<file path="config.mk">
export PLATFORM = sky130hd
export DESIGN_NAME = go_back_n_sender_flat
export DESIGN_NICKNAME = d
export VERILOG_FILES = /design/src/hw/rtl/gbn_pkg.sv /design/src/hw/rtl/gbn_if.sv /design/src/hw/rtl/gbn_div.sv /design/src/hw/rtl/go_back_n_sender.sv /design/src/flat_wrapper.sv
export SDC_FILE = /design/constraint.sdc
export NUM_CORES = 2
export LEC_CHECK = 0
export ABC_AREA = 1
export BUFFER_PORTS_ARGS = -buffer_cell sky130_fd_sc_hd__clkbuf_2
export CELL_PAD_IN_SITES_DETAIL_PLACEMENT = 0
export CELL_PAD_IN_SITES_GLOBAL_PLACEMENT = 1
export CORE_ASPECT_RATIO = 0.5
export CORE_MARGIN = 1.5
export CORE_UTILIZATION = 44
export DETAILED_ROUTE_END_ITERATION = 7
export MAX_ROUTING_LAYER = met4
export PLACE_DENSITY_LB_ADDON = 0.1
export SETUP_SLACK_MARGIN = 0.05
export SYNTH_ARGS = -nofsm -noshare
export SYNTH_HDL_FRONTEND = slang
export SYNTH_HIERARCHICAL = 1
export SYNTH_SLANG_ARGS = --single-unit
</file>
<file path="constraint.sdc">
create_clock -name clk_i -period 6.4 [get_ports clk_i]
set_clock_uncertainty 0.05 [all_clocks]
set_input_delay 1.28 -clock clk_i [delete_from_list [all_inputs] [get_ports clk_i]]
set_output_delay 1.28 -clock clk_i [all_outputs]
set_load 0.005 [all_outputs]
</file>
<file path="src/hw/rtl/gbn_pkg.sv">
// Shared types, codes and constants of the go-back-n sender.
package gbn_pkg;

  localparam int unsigned MAX_WINDOW     = 64;
  localparam int unsigned CHUNK_LIMIT    = 20000;
  localparam int unsigned TEARDOWN_COUNT = 3;

  localparam int unsigned CHUNK_W  = 15;
  localparam int unsigned WINDOW_W = 7;
  localparam int unsigned WORD_W   = 32;
  localparam int unsigned TRIES_W  = 4;
  localparam int unsigned CFG_W    = 32;
  localparam int unsigned CNT_W    = $clog2(MAX_WINDOW + 1);
  localparam int unsigned PROD_W   = WORD_W + CHUNK_W;

  localparam int unsigned DIV_STEPS = WORD_W;
  localparam int unsigned DIV_CNT_W = $clog2(DIV_STEPS);

  localparam logic [WORD_W-1:0] ACK_TYPE_DATA = 32'd2;

  typedef enum logic [1:0] {
    MODE_START   = 2'd0,
    MODE_ACK     = 2'd1,
    MODE_TIMEOUT = 2'd2
  } gbn_mode_e;

  typedef enum logic [1:0] {
    KIND_DATA     = 2'd0,
    KIND_TEARDOWN = 2'd1,
    KIND_GIVEUP   = 2'd2
  } gbn_kind_e;

  typedef enum logic [1:0] {
    CFG_CHUNK_SIZE  = 2'd0,
    CFG_WINDOW_SIZE = 2'd1,
    CFG_TOTAL_BYTES = 2'd2,
    CFG_MAX_TRIES   = 2'd3
  } gbn_cfg_e;

  typedef enum logic [2:0] {
    ST_IDLE,
    ST_EVAL,
    ST_DIV,
    ST_WINIT,
    ST_MUL,
    ST_EMIT,
    ST_TEAR,
    ST_GIVEUP
  } gbn_state_e;

  typedef enum logic {
    OP_START,
    OP_WINDOW
  } gbn_op_e;

  typedef struct packed {
    logic               start;
    logic [WORD_W-1:0]  dividend;
    logic [CHUNK_W-1:0] divisor;
  } div_req_t;

  typedef struct packed {
    logic               done;
    logic [WORD_W-1:0]  quotient;
    logic [CHUNK_W-1:0] remainder;
  } div_rsp_t;

endpackage

</file>
<file path="src/hw/rtl/gbn_if.sv">
// Event and result channel interfaces of the go-back-n sender.
interface gbn_evt_if;
  import gbn_pkg::*;

  logic                     valid;
  logic                     ready;
  logic [1:0]               mode;
  logic [WORD_W-1:0]        ack_type;
  logic signed [WORD_W-1:0] ack_seq;

  modport source (output valid, mode, ack_type, ack_seq, input ready);
  modport sink   (input valid, mode, ack_type, ack_seq, output ready);
endinterface

interface gbn_res_if;
  import gbn_pkg::*;

  logic               valid;
  logic               ready;
  logic [1:0]         kind;
  logic [WORD_W-1:0]  seq_no;
  logic [CHUNK_W-1:0] length;
  logic [WORD_W-1:0]  byte_offset;
  logic               last;

  modport source (output valid, kind, seq_no, length, byte_offset, last, input ready);
  modport sink   (input valid, kind, seq_no, length, byte_offset, last, output ready);
endinterface

</file>
<file path="src/hw/rtl/gbn_div.sv">
// Restoring divider, one quotient bit a cycle, 32-bit dividend by 15-bit divisor.
module gbn_div (
  input  logic              clk_i,
  input  logic              rst_ni,
  input  gbn_pkg::div_req_t req_i,
  output gbn_pkg::div_rsp_t rsp_o
);
  import gbn_pkg::*;

  logic                 busy_q, busy_d;
  logic                 done_q, done_d;
  logic [DIV_CNT_W-1:0] cnt_q, cnt_d;
  logic [CHUNK_W-1:0]   rem_q, rem_d;
  logic [WORD_W-1:0]    quo_q, quo_d;
  logic [CHUNK_W-1:0]   dvs_q, dvs_d;
  logic [CHUNK_W:0]     trial;
  logic                 fits;

  // remainder stays below the divisor, so the shifted trial fits in 16 bits
  assign trial = {rem_q, quo_q[WORD_W-1]};
  assign fits  = trial >= {1'b0, dvs_q};

  always_comb begin
    busy_d = busy_q;
    done_d = 1'b0;
    cnt_d  = cnt_q;
    rem_d  = rem_q;
    quo_d  = quo_q;
    dvs_d  = dvs_q;
    if (req_i.start) begin
      busy_d = 1'b1;
      cnt_d  = '0;
      rem_d  = '0;
      quo_d  = req_i.dividend;
      dvs_d  = req_i.divisor;
    end else if (busy_q) begin
      rem_d = fits ? CHUNK_W'(trial - {1'b0, dvs_q}) : trial[CHUNK_W-1:0];
      quo_d = {quo_q[WORD_W-2:0], fits};
      cnt_d = cnt_q + 1'b1;
      if (cnt_q == DIV_CNT_W'(DIV_STEPS - 1)) begin
        busy_d = 1'b0;
        done_d = 1'b1;
      end
    end
  end

  always_ff @(posedge clk_i or negedge rst_ni) begin
    if (!rst_ni) begin
      busy_q <= 1'b0;
      done_q <= 1'b0;
      cnt_q  <= '0;
    end else begin
      busy_q <= busy_d;
      done_q <= done_d;
      cnt_q  <= cnt_d;
    end
  end

  always_ff @(posedge clk_i) begin
    rem_q <= rem_d;
    quo_q <= quo_d;
    dvs_q <= dvs_d;
  end

  assign rsp_o.done      = done_q;
  assign rsp_o.quotient  = quo_q;
  assign rsp_o.remainder = rem_q;

endmodule

</file>
<file path="src/hw/rtl/go_back_n_sender.sv">
// Go-back-n sender window control: sequencer, window state and result register.
//
//  channel   | dir | handshake     | payload
//  ----------+-----+---------------+---------------------------------------------
//  evt_i     | in  | valid/ready   | mode, ack_type, ack_seq
//  res_o     | out | valid/ready   | kind, seq_no, length, byte_offset, last
//  cfg_*     | in  | write enable  | cfg_idx_i selects register, cfg_wdata_i data
//
// One event is taken at a time: ready is high only while the sequencer idles.
// Start and window-emitting events run the shared 32-step divider (ceiling count
// and tail length).
// Each data descriptor passes the single 32x15 offset multiplier, then the result
// register; a stalled sink holds the sequencer in whichever output step it is in.
// Reset is asynchronous; no clearing pass is needed.
module go_back_n_sender (
  input  logic                        clk_i,
  input  logic                        rst_ni,
  gbn_evt_if.sink                     evt_i,
  gbn_res_if.source                   res_o,
  input  logic                        cfg_we_i,
  input  logic [1:0]                  cfg_idx_i,
  input  logic [gbn_pkg::CFG_W-1:0]   cfg_wdata_i
);
  import gbn_pkg::*;

  // configuration registers
  logic [CHUNK_W-1:0]  chunk_q;
  logic [WINDOW_W-1:0] window_q;
  logic [WORD_W-1:0]   total_q;
  logic [TRIES_W-1:0]  max_tries_q;

  always_ff @(posedge clk_i or negedge rst_ni) begin
    if (!rst_ni) begin
      chunk_q     <= CHUNK_W'(1024);
      window_q    <= WINDOW_W'(8);
      total_q     <= '0;
      max_tries_q <= TRIES_W'(10);
    end else if (cfg_we_i) begin
      case (cfg_idx_i)
        CFG_CHUNK_SIZE:  chunk_q     <= cfg_wdata_i[CHUNK_W-1:0];
        CFG_WINDOW_SIZE: window_q    <= cfg_wdata_i[WINDOW_W-1:0];
        CFG_TOTAL_BYTES: total_q     <= cfg_wdata_i[WORD_W-1:0];
        CFG_MAX_TRIES:   max_tries_q <= cfg_wdata_i[TRIES_W-1:0];
        default: ;
      endcase
    end
  end

  // clamped chunk and window
  logic [CHUNK_W-1:0]  chunk_eff;
  logic [WINDOW_W-1:0] win_eff;

  always_comb begin
    if (chunk_q == '0)                         chunk_eff = CHUNK_W'(1);
    else if (chunk_q > CHUNK_W'(CHUNK_LIMIT))  chunk_eff = CHUNK_W'(CHUNK_LIMIT);
    else                                       chunk_eff = chunk_q;
    if (window_q == '0)                        win_eff = WINDOW_W'(1);
    else if (window_q > WINDOW_W'(MAX_WINDOW)) win_eff = WINDOW_W'(MAX_WINDOW);
    else                                       win_eff = window_q;
  end

  // sequencer and window state
  gbn_state_e state_q, state_d;
  gbn_op_e    op_q, op_d;

  logic                     active_q, active_d;
  logic [WORD_W-1:0]        base_q, base_d;
  logic signed [WORD_W:0]   ha_q, ha_d;      // highest acked, -1 after start
  logic signed [WORD_W:0]   hs_q, hs_d;      // highest sent, -1 after start
  logic [TRIES_W-1:0]       retry_q, retry_d;
  logic [WORD_W-1:0]        pc_q, pc_d;      // packet count
  logic [CNT_W-1:0]         cnt_q, cnt_d;

  // latched event
  logic [1:0]               item_mode_q;
  logic [WORD_W-1:0]        item_type_q;
  logic signed [WORD_W-1:0] item_seq_q;

  // descriptor datapath
  logic [CHUNK_W-1:0] rem_q, rem_d;          // total bytes mod chunk
  logic [PROD_W-1:0]  prod_q, prod_d;        // full byte offset
  logic [WORD_W-1:0]  seq_q, seq_d;
  logic               last_q, last_d;

  // result register
  logic               out_valid_q, out_valid_d;
  gbn_kind_e          out_kind_q, out_kind_d;
  logic [WORD_W-1:0]  out_seq_q, out_seq_d;
  logic [CHUNK_W-1:0] out_len_q, out_len_d;
  logic [WORD_W-1:0]  out_off_q, out_off_d;
  logic               out_last_q, out_last_d;
  logic               out_load;
  logic               slot_free;

  div_req_t div_req;
  div_rsp_t div_rsp;

  gbn_div u_div (
    .clk_i  (clk_i),
    .rst_ni (rst_ni),
    .req_i  (div_req),
    .rsp_o  (div_rsp)
  );

  // event decode helpers
  logic signed [WORD_W:0]   ack_seq_x;
  logic signed [WORD_W:0]   ha_inc;
  logic signed [WORD_W:0]   ha_inc2;
  logic signed [WORD_W+1:0] last_idx;        // packet count minus one
  logic                     ack_take;
  logic                     ack_done;
  logic [TRIES_W-1:0]       retry_inc;
  logic                     give_up;
  logic [WORD_W-1:0]        pc_new;

  assign ack_seq_x = {item_seq_q[WORD_W-1], item_seq_q};
  assign ha_inc    = ha_q + 33'sd1;
  assign ha_inc2   = ha_q + 33'sd2;
  assign last_idx  = $signed({2'b00, pc_q}) - 34'sd1;
  assign ack_take  = (item_type_q == ACK_TYPE_DATA) && (ack_seq_x > ha_q);
  assign ack_done  = $signed({ha_inc[WORD_W], ha_inc}) >= last_idx;
  assign retry_inc = (retry_q == '1) ? retry_q : retry_q + 1'b1;
  assign give_up   = retry_inc >= max_tries_q;
  assign pc_new    = div_rsp.quotient + WORD_W'(div_rsp.remainder != '0);

  // window bookkeeping: highest sent ends at the last sequence of the burst,
  // clamped to the final packet
  logic signed [WORD_W+1:0] top_seq;
  logic signed [WORD_W+1:0] hs_x;
  logic signed [WORD_W+1:0] hs_max;
  logic signed [WORD_W+1:0] hs_min;

  assign top_seq = $signed({2'b00, base_q}) + $signed({27'b0, win_eff}) - 34'sd1;
  assign hs_x    = {hs_q[WORD_W], hs_q};
  assign hs_max  = (hs_x > top_seq) ? hs_x : top_seq;
  assign hs_min  = (hs_max > last_idx) ? last_idx : hs_max;

  // descriptor sequence and length choice
  logic [WORD_W:0]   seq33;
  logic [PROD_W:0]   need;
  logic [CHUNK_W-1:0] len_sel;

  assign seq33   = {1'b0, base_q} + {{(WORD_W + 1 - CNT_W){1'b0}}, cnt_q};
  assign need    = {1'b0, prod_q} + {{(PROD_W + 1 - CHUNK_W){1'b0}}, chunk_eff};
  assign len_sel = ({{(PROD_W + 1 - WORD_W){1'b0}}, total_q} >= need) ? chunk_eff : rem_q;

  assign slot_free = !out_valid_q || res_o.ready;

  always_comb begin
    state_d    = state_q;
    op_d       = op_q;
    active_d   = active_q;
    base_d     = base_q;
    ha_d       = ha_q;
    hs_d       = hs_q;
    retry_d    = retry_q;
    pc_d       = pc_q;
    cnt_d      = cnt_q;
    rem_d      = rem_q;
    prod_d     = prod_q;
    seq_d      = seq_q;
    last_d     = last_q;
    out_load   = 1'b0;
    out_kind_d = out_kind_q;
    out_seq_d  = out_seq_q;
    out_len_d  = out_len_q;
    out_off_d  = out_off_q;
    out_last_d = out_last_q;

    div_req.start    = 1'b0;
    div_req.dividend = total_q;
    div_req.divisor  = chunk_eff;

    case (state_q)
      ST_IDLE: begin
        if (evt_i.valid) state_d = ST_EVAL;
      end

      ST_EVAL: begin
        state_d = ST_IDLE;
        case (item_mode_q)
          MODE_START: begin
            div_req.start = 1'b1;
            op_d          = OP_START;
            state_d       = ST_DIV;
          end
          MODE_ACK: begin
            if (active_q && ack_take) begin
              ha_d    = ha_inc;
              base_d  = ha_inc2[WORD_W-1:0];
              retry_d = '0;
              if (ack_done) begin
                active_d = 1'b0;
                cnt_d    = '0;
                state_d  = ST_TEAR;
              end else if (ha_inc == hs_q) begin
                div_req.start = 1'b1;
                op_d          = OP_WINDOW;
                state_d       = ST_DIV;
              end
            end
          end
          MODE_TIMEOUT: begin
            if (active_q) begin
              retry_d = retry_inc;
              if (give_up) begin
                active_d = 1'b0;
                state_d  = ST_GIVEUP;
              end else begin
                div_req.start = 1'b1;
                op_d          = OP_WINDOW;
                state_d       = ST_DIV;
              end
            end
          end
          default: ;
        endcase
      end

      ST_DIV: begin
        if (div_rsp.done) begin
          rem_d   = div_rsp.remainder;
          state_d = ST_WINIT;
          if (op_q == OP_START) begin
            pc_d    = pc_new;
            base_d  = '0;
            ha_d    = '1;
            hs_d    = '1;
            retry_d = '0;
            if (pc_new == '0) begin
              // empty transfer: straight to teardown
              active_d = 1'b0;
              cnt_d    = '0;
              state_d  = ST_TEAR;
            end else begin
              active_d = 1'b1;
            end
          end
        end
      end

      ST_WINIT: begin
        hs_d    = hs_min[WORD_W:0];
        cnt_d   = '0;
        state_d = ST_MUL;
      end

      ST_MUL: begin
        seq_d   = seq33[WORD_W-1:0];
        prod_d  = seq33[WORD_W-1:0] * chunk_eff;
        last_d  = (cnt_q == CNT_W'(win_eff - 1'b1)) ||
                  ((seq33 + 1'b1) == {1'b0, pc_q});
        state_d = ST_EMIT;
      end

      ST_EMIT: begin
        if (slot_free) begin
          out_load   = 1'b1;
          out_kind_d = KIND_DATA;
          out_seq_d  = seq_q;
          out_len_d  = len_sel;
          out_off_d  = prod_q[WORD_W-1:0];
          out_last_d = last_q;
          if (last_q) begin
            state_d = ST_IDLE;
          end else begin
            cnt_d   = cnt_q + 1'b1;
            state_d = ST_MUL;
          end
        end
      end

      ST_TEAR: begin
        if (slot_free) begin
          out_load   = 1'b1;
          out_kind_d = KIND_TEARDOWN;
          out_seq_d  = '0;
          out_len_d  = '0;
          out_off_d  = '0;
          out_last_d = (cnt_q == CNT_W'(TEARDOWN_COUNT - 1));
          if (cnt_q == CNT_W'(TEARDOWN_COUNT - 1)) state_d = ST_IDLE;
          else                                     cnt_d   = cnt_q + 1'b1;
        end
      end

      ST_GIVEUP: begin
        if (slot_free) begin
          out_load   = 1'b1;
          out_kind_d = KIND_GIVEUP;
          out_seq_d  = '0;
          out_len_d  = '0;
          out_off_d  = '0;
          out_last_d = 1'b1;
          state_d    = ST_IDLE;
        end
      end

      default: state_d = ST_IDLE;
    endcase

    if (out_load)         out_valid_d = 1'b1;
    else if (res_o.ready) out_valid_d = 1'b0;
    else                  out_valid_d = out_valid_q;
  end

  always_ff @(posedge clk_i or negedge rst_ni) begin
    if (!rst_ni) begin
      state_q     <= ST_IDLE;
      op_q        <= OP_START;
      active_q    <= 1'b0;
      base_q      <= '0;
      ha_q        <= '1;
      hs_q        <= '1;
      retry_q     <= '0;
      pc_q        <= '0;
      cnt_q       <= '0;
      out_valid_q <= 1'b0;
    end else begin
      state_q     <= state_d;
      op_q        <= op_d;
      active_q    <= active_d;
      base_q      <= base_d;
      ha_q        <= ha_d;
      hs_q        <= hs_d;
      retry_q     <= retry_d;
      pc_q        <= pc_d;
      cnt_q       <= cnt_d;
      out_valid_q <= out_valid_d;
    end
  end

  // payload registers
  always_ff @(posedge clk_i) begin
    if (evt_i.valid && evt_i.ready) begin
      item_mode_q <= evt_i.mode;
      item_type_q <= evt_i.ack_type;
      item_seq_q  <= evt_i.ack_seq;
    end
    rem_q      <= rem_d;
    prod_q     <= prod_d;
    seq_q      <= seq_d;
    last_q     <= last_d;
    out_kind_q <= out_kind_d;
    out_seq_q  <= out_seq_d;
    out_len_q  <= out_len_d;
    out_off_q  <= out_off_d;
    out_last_q <= out_last_d;
  end

  assign evt_i.ready       = (state_q == ST_IDLE);
  assign res_o.valid       = out_valid_q;
  assign res_o.kind        = out_kind_q;
  assign res_o.seq_no      = out_seq_q;
  assign res_o.length      = out_len_q;
  assign res_o.byte_offset = out_off_q;
  assign res_o.last        = out_last_q;

  // divider only reports back while the sequencer waits on it
  a_div_done_in_div: assert property (@(posedge clk_i) disable iff (!rst_ni)
    div_rsp.done |-> state_q == ST_DIV)
    else $error("divider done outside divide step");

  // a live transfer always has packets
  a_active_count: assert property (@(posedge clk_i) disable iff (!rst_ni)
    active_q |-> pc_q != '0)
    else $error("active transfer with zero packet count");

  // highest sent never passes the final packet
  a_hs_bounded: assert property (@(posedge clk_i) disable iff (!rst_ni)
    active_q |-> $signed({hs_q[WORD_W], hs_q}) <= last_idx)
    else $error("highest sent beyond final packet");

  // every descriptor built lies inside the transfer
  a_seq_in_range: assert property (@(posedge clk_i) disable iff (!rst_ni)
    state_q == ST_MUL |-> seq33 < {1'b0, pc_q})
    else $error("descriptor sequence beyond packet count");

endmodule
</file>
<file path="src/flat_wrapper.sv">
// flat-port wrapper written by rule: the top's interface ports become plain ports
module go_back_n_sender_flat import gbn_pkg::*;
  (clk_i, rst_ni, cfg_we_i, cfg_idx_i, cfg_wdata_i, evt_i_valid, evt_i_mode, evt_i_ack_type, evt_i_ack_seq, evt_i_ready, res_o_valid, res_o_kind, res_o_seq_no, res_o_length, res_o_byte_offset, res_o_last, res_o_ready);
  gbn_evt_if evt_i_i ();
  gbn_res_if res_o_i ();
  input  logic clk_i;
  input  logic rst_ni;
  input  logic cfg_we_i;
  input  logic [1:0] cfg_idx_i;
  input  logic [gbn_pkg::CFG_W-1:0] cfg_wdata_i;
  input wire logic [$bits(evt_i_i.valid)-1:0] evt_i_valid;
  input wire logic [$bits(evt_i_i.mode)-1:0] evt_i_mode;
  input wire logic [$bits(evt_i_i.ack_type)-1:0] evt_i_ack_type;
  input wire logic [$bits(evt_i_i.ack_seq)-1:0] evt_i_ack_seq;
  output wire logic [$bits(evt_i_i.ready)-1:0] evt_i_ready;
  output wire logic [$bits(res_o_i.valid)-1:0] res_o_valid;
  output wire logic [$bits(res_o_i.kind)-1:0] res_o_kind;
  output wire logic [$bits(res_o_i.seq_no)-1:0] res_o_seq_no;
  output wire logic [$bits(res_o_i.length)-1:0] res_o_length;
  output wire logic [$bits(res_o_i.byte_offset)-1:0] res_o_byte_offset;
  output wire logic [$bits(res_o_i.last)-1:0] res_o_last;
  input wire logic [$bits(res_o_i.ready)-1:0] res_o_ready;
  assign evt_i_i.valid = evt_i_valid;
  assign evt_i_i.mode = evt_i_mode;
  assign evt_i_i.ack_type = evt_i_ack_type;
  assign evt_i_i.ack_seq = evt_i_ack_seq;
  assign evt_i_ready = evt_i_i.ready;
  assign res_o_valid = res_o_i.valid;
  assign res_o_kind = res_o_i.kind;
  assign res_o_seq_no = res_o_i.seq_no;
  assign res_o_length = res_o_i.length;
  assign res_o_byte_offset = res_o_i.byte_offset;
  assign res_o_last = res_o_i.last;
  assign res_o_i.ready = res_o_ready;
  go_back_n_sender u_core (.clk_i(clk_i), .rst_ni(rst_ni), .evt_i(evt_i_i), .res_o(res_o_i), .cfg_we_i(cfg_we_i), .cfg_idx_i(cfg_idx_i), .cfg_wdata_i(cfg_wdata_i));
endmodule
</file>
; Yosys cells after proc, flatten, opt, wreduce, memory -nomap -nowiden
; Cells that the tools add are included.
[totals]
n_memories = 0
in_bits = 105
latchBits = 0
register_bits = 517
mem_bits_ro = 0
ram_bits = 0
[op_classes]
n_eq_ne = 42
n_mul = 1
n_reduce_logical = 38
div_mod_pow = 0
add_sub_neg = 14
bitwise = 1
n_shift = 0
order_cmp = 9
muxes = 103
[ops]
columns = operator, n
row1 = $mux 32, 9
row2 = $pmux 32 s2, 3
row3 = $mux 33, 5
row4 = $pmux 33 s2, 2
row5 = $mux 15, 6
row6 = $mux 7, 12
row7 = $add 32x7->33, 2
row8 = $add 47x15->48, 1
row9 = $ge 32x48->1, 1
row10 = $mul 32x15->47, 1
row11 = $mux 3, 13
row12 = $pmux 7 s5, 1
row13 = $gt 33x34->1, 1
row14 = $gt 34x33->1, 1
row15 = $mux 34, 1
row16 = $sub 34x2->34 const B, 1
row17 = $add 33x1->33 const B, 1
row18 = $add 33x2->33 const B, 1
row19 = $eq 33x32->1, 1
row20 = $eq 33x33->1, 1
row21 = $ge 33x33->1, 1
row22 = $gt 32x33->1, 1
row23 = $sub 32x1->33 const B, 1
row24 = $add 32x1->32, 1
row25 = 56 further kinds, 140

; Longest topological paths before layout
[depth]
word_depth = 10
mapped_depth = 49
ltp_nobuf = 47

; By module
; Netlist, hierarchy kept.
[by_module_without_submodules]
columns = mod, seq_area_each_um2, cells_per_inst, area_per_inst_um2, instances
row1 = go_back_n_sender, 12514.5, 5848, 46723.6, 1
row2 = gbn_div, 1886.8, 486, 3900.0, 1

; Least setup slack after synthesis
; No wires, ideal clock.
[synth_timing]
path_kind = register to register
startpoint = register u_core.cnt_q[0]
endpoint = register u_core.prod_q[44], data pin
t_required_ns = 6.085
slack_ns = -0.712
setup_time_ns = 0.265
n_path_buf = 2
arrival_ns = 6.797
period_less_slack_ns = 7.112
stages_incl_launch_ff = 30
cell_sequence = dfrtp_1 -> ha_1 -> fa_1 -> nand3_2 -> nand3_2 -> nand2_1 -> nand2_2 -> buf_6 -> nand4_1 -> nand2_2 -> inv_1 -> clkbuf_1 -> nand2_1 -> fa_1 -> inv_1 -> fa_1 -> fa_1 -> fa_1 -> fa_1 -> fa_1 -> ha_1 -> a21oi_1 -> o21ai_0 -> nand2_1 -> nand2_1 -> a2111oi_0 -> nand3_1 -> nand3_1 -> o211ai_1 -> xor2_1
[synth_via]
elab_chain_cells = 2
[synth_rtl]
columns = element, line
row1 = "start, declared", go_back_n_sender.sv:72  ; logic [CNT_W-1:0] cnt_q, cnt_d;
row2 = "start signal, assigned", go_back_n_sender.sv:327  ; cnt_q <= cnt_d;
row3 = $add 32x7->33, go_back_n_sender.sv:143  ; assign seq33 = {1'b0, base_q} + {{(WORD_W + 1 - CNT_W){1'b0}}, cnt_q};
row4 = net u_core.seq33[18], go_back_n_sender.sv:139  ; logic [WORD_W:0] seq33;
row5 = $mul 32x15->47, go_back_n_sender.sv:250  ; prod_d = seq33[WORD_W-1:0] * chunk_eff;
row6 = "end signal, assigned", go_back_n_sender.sv:340  ; prod_q <= prod_d;
row7 = "end, declared", go_back_n_sender.sv:81  ; logic [PROD_W-1:0] prod_q, prod_d;
; The timed path passes the listed nets, and every way through them passes these cells.
; A chain may end at the register's enable or synchronous reset.

; Final worst setup path
[layout_timing]
startpoint = register u_core.cnt_q[5]
endpoint = register u_core.prod_q[44], data pin
[layout_via]
elab_chain_cells = 2
[layout_rtl]
columns = element, line
row1 = $add 32x7->33, go_back_n_sender.sv:143
row2 = $mul 32x15->47, go_back_n_sender.sv:250
; No other way between the ends.

==> results by group <==
Detailed routing
  • Number of vias per cell: about 5.5
  • Routed via count: around 48000
  • Final ANT Viol Nets: 0
  • # DRC: 0
  • DRT Wirelength: 203000 um
  • DRT Pass-1 Iters: 5
  • First DRT Iteration DRCs: 4313
  • DR WL/cell: roughly 23 um

Floorplanning
  • Full die area: around 120000 sq um
  • # rows: 87
  • Core Area: 113000 sq um
  • Starting Density: 0.446
  • IO Pins: 189
  • Die W: 483 um
  • Die Ht: 243 um

Timing
  • Max-slew violations: 0
  • RSZ-0062 raised after global routing: yes
  • FMAX: about 0.14 GHz
  • Final period demand of the worst path: 7.06 ns
  • Final hold viol count: 0
  • Least-Margin Pin Slew: 1.28 ns
  • Rel. slew slack: 0.143
  • Final worst slack: -0.662 ns
  • # setup viols final: 68
  • Period utilization: 1.10

Placement
  • Post-Place Cells: 8601
  • RD Place Congestion: 1.01
  • Detailed placement HPWL: 161000 um
  • Number of buffers added on ports: 188

Global routing
  • GRT met3 Usage: 0.0636
  • Largest net degree at the start of global routing: 80
  • Met2 GRT Util: 0.533
  • Number of global-route vias before repair: 48100
  • Total track usage: 0.349
  • GR peak layer: met2
  • GR Overflow Total: 0
  • First-pass GRT wire length: 298000 um
  • Initial antenna violation count: 4
  • Met1 Usage GRT: 0.472

Setup path
  • R2r startpoint: u_core/cnt_q[5]$_DFFE_PN0P_
  • Worst setup startpoint: u_core/cnt_q[5]$_DFFE_PN0P_
  • Worst setup path category: register to register
  • Critical path's slowest cell: fa_1
  • Most common cell on crit path: fa_1
  • Worst Setup Start Kind: register
  • Worst EP required: 6.76 ns
  • Worst Setup End Kind: register
  • Worst path max stage delay: just over 0.6 ns
  • Worst r2r path cells: 28
  • Critical path fanouts, max: 6
  • R2r setup slk: -0.66 ns
  • R2r endpoint: u_core/prod_q[44]$_DFFE_PP_
  • WP data arrival: 7.42 ns

Synthesis
  • Cell variety after synth: 71
  • Post-synth ARST share: 0.410
  • Synth warn: 6
  • Post-synth EDFFs: between 200 and 300
  • Mapped Nets: between 7000 and 8000
  • Mean post-synth cell area: 7.99 sq um
  • Synthesized area: 50600 sq um
  • FF+latch count, synth: between 500 and 600
  • Synth Instances: around 6300
  • Ys flop type: edfxtp_1
  • Post-synthesis sequential area ratio: 0.284

CTS
  • CTS tree: done
  • CTS Hold Bufs: 0
  • CTS H-tree depth: 2
  • Max Root-Sink Buffers: 3
  • Clock-pin transition on the worst setup and hold timing paths: around 0.070 ns
  • Clk sink count: 517
  • Root buffer cell: clkbuf_16
  • TritonCTS Buffers: 52
  • Clock latency on the worst-skew pair: 0.67 ns

Cells and area
  • Most frequent cells in the layout: 1316 x nand2_1, 935 x inv_1, 728 x buf_4
  • Nets: 8224
  • Commonest non-fill, non-tap cell in the layout: nand2_1
  • FILL cells: 10200
  • Area Overhead vs Synth: 31.5%
  • Core Util, Final: 0.587
  • Proportion of layout cells with a drive suffix above 1: 0.275
  • Final Instance Count excl. Fillers: 8887

Flow run
  • Max-Cap Viols: 0

Hold path
  • Hold crit path type: register to register
  • Hold EP: u_core/max_tries_q[1]$_DFFE_PN1P_
  • Hold path start: u_core/max_tries_q[1]$_DFFE_PN1P_
  • Worst Hold Depth: 2

Outcome
  • Status: finished, violations left
  • Failing checks: negative setup slack
per-stage QoR:
stage / hold slack (ns) / area, sq um / setup WS [ns] / TNS (ns)
after floorplan: 0.403 / 51400 / -0.207 / -1.32
after global placement: 0.422 / 59600 / -0.958 / -45.03
after detailed placement: 0.433 / 59600 / -1.07 / -53.10
after CTS: 0.450 / 64200 / -0.672 / -30.15
after global routing: 0.480 / 66600 / -0.925 / -54.55
final: 0.457 / 66600 / -0.662 / -35.88
cell families after synthesis:
| logic type | count (synthesis) | share of synthesized area |
|---|---|---|
| simple gates | 2827 | 0.242 |
| buf+inv | 1168 | 0.0886 |
| fa+ha+maj | 790 | 0.253 |
| compound gates | 773 | 0.0852 |
| flops | 517 | 0.284 |
| xor+xnor | 242 | 0.0428 |
| mux | 17 | 0.00378 |
how the worst max path moves through the flow:
| stage | endpoint | cells after the start |
|---|---|---|
| 3_5_place_dp | u_core/prod_q[46]$_DFFE_PP_ | 27 |
| 5_1_grt | u_core/hs_q[8]$_DFFE_PN1P_ | 46 |
| 2_1_floorplan | u_core/prod_q[44]$_DFFE_PP_ | 29 |
| 6_report | u_core/prod_q[44]$_DFFE_PP_ | 28 |
| 4_1_cts | u_core/prod_q[44]$_DFFE_PP_ | 30 |
| 3_3_place_gp | u_core/prod_q[46]$_DFFE_PP_ | 27 |
routing by layer:
layer | part of all wire | wire [um]
met1 | 0.43 | 87300
met2 | 0.45 | 90900
met3 | 0.083 | 16700
met4 | 0.038 | 7690
met5 | 0 | 0
synthesized netlist by cell type (all sizes together), types with 58 or more instances:
cell	n	area (sq um)
dfstp	70	1840
nand2	1495	5770
clkbuf	117	440
nor3	86	534
xnor2	65	569
nand3	311	1670
fa	392	7850
o21ai	342	1710
nor2	726	2870
xor2	174	1530
inv	1000	3750
nand4	116	741
o211ai	58	435
ha	398	4980
a21oi	268	1380
edfxtp	290	8710
dfrtp	142	3550
layout make-up:
cell class / instances / area, sq um / area share
clock inverters: 29 / 277 / 0.00415
multi-input cells: 4652 / 35400 / 0.531
diodes: 2 / 5.00 / 0.0000752
flip-flops and latches: 517 / 14400 / 0.216
repair buffers: 1097 / 9330 / 0.140
clock buffers: 68 / 1420 / 0.0214
well taps: 1513 / 1890 / 0.0284
inverters: 1009 / 3890 / 0.0584
repair_timing:
action / CTS / global route
buffers inserted: 121 / 87
pin swaps: 249 / 264
gates resized for setup: 469 / 384
setup endpoints to repair: 86 / 86
gates cloned: 11 / 9
flip-flops by register name, indices dropped and copies added (netlist names), 32 cells and up:
signal,flops
u_core/prod_q,47
u_core/ha_q,33
u_core/hs_q,33
u_core/base_q,32
u_core/item_seq_q,32
u_core/item_type_q,32
u_core/pc_q,32
u_core/res_o.byte_offset,32
u_core/res_o.seq_no,32
u_core/seq_q,32
u_core/total_q,32
u_core/u_div/quo_q,32
worst max-delay path: cells and delay by family (launching register included):
kind	cells	cell delay [ns]
adder cells (fa/ha/maj)	8	3.65
AND/OR/NAND/NOR	13	1.52
AO/OA/AOI/OAI	2	0.49
buffers and inverters	4	0.48
flip-flops	1	0.42
XOR/XNOR	1	0.17
Power is left out: the tool's default activity adds up to more than one toggle a clock period on the data nets, which glitch-free logic cannot reach.
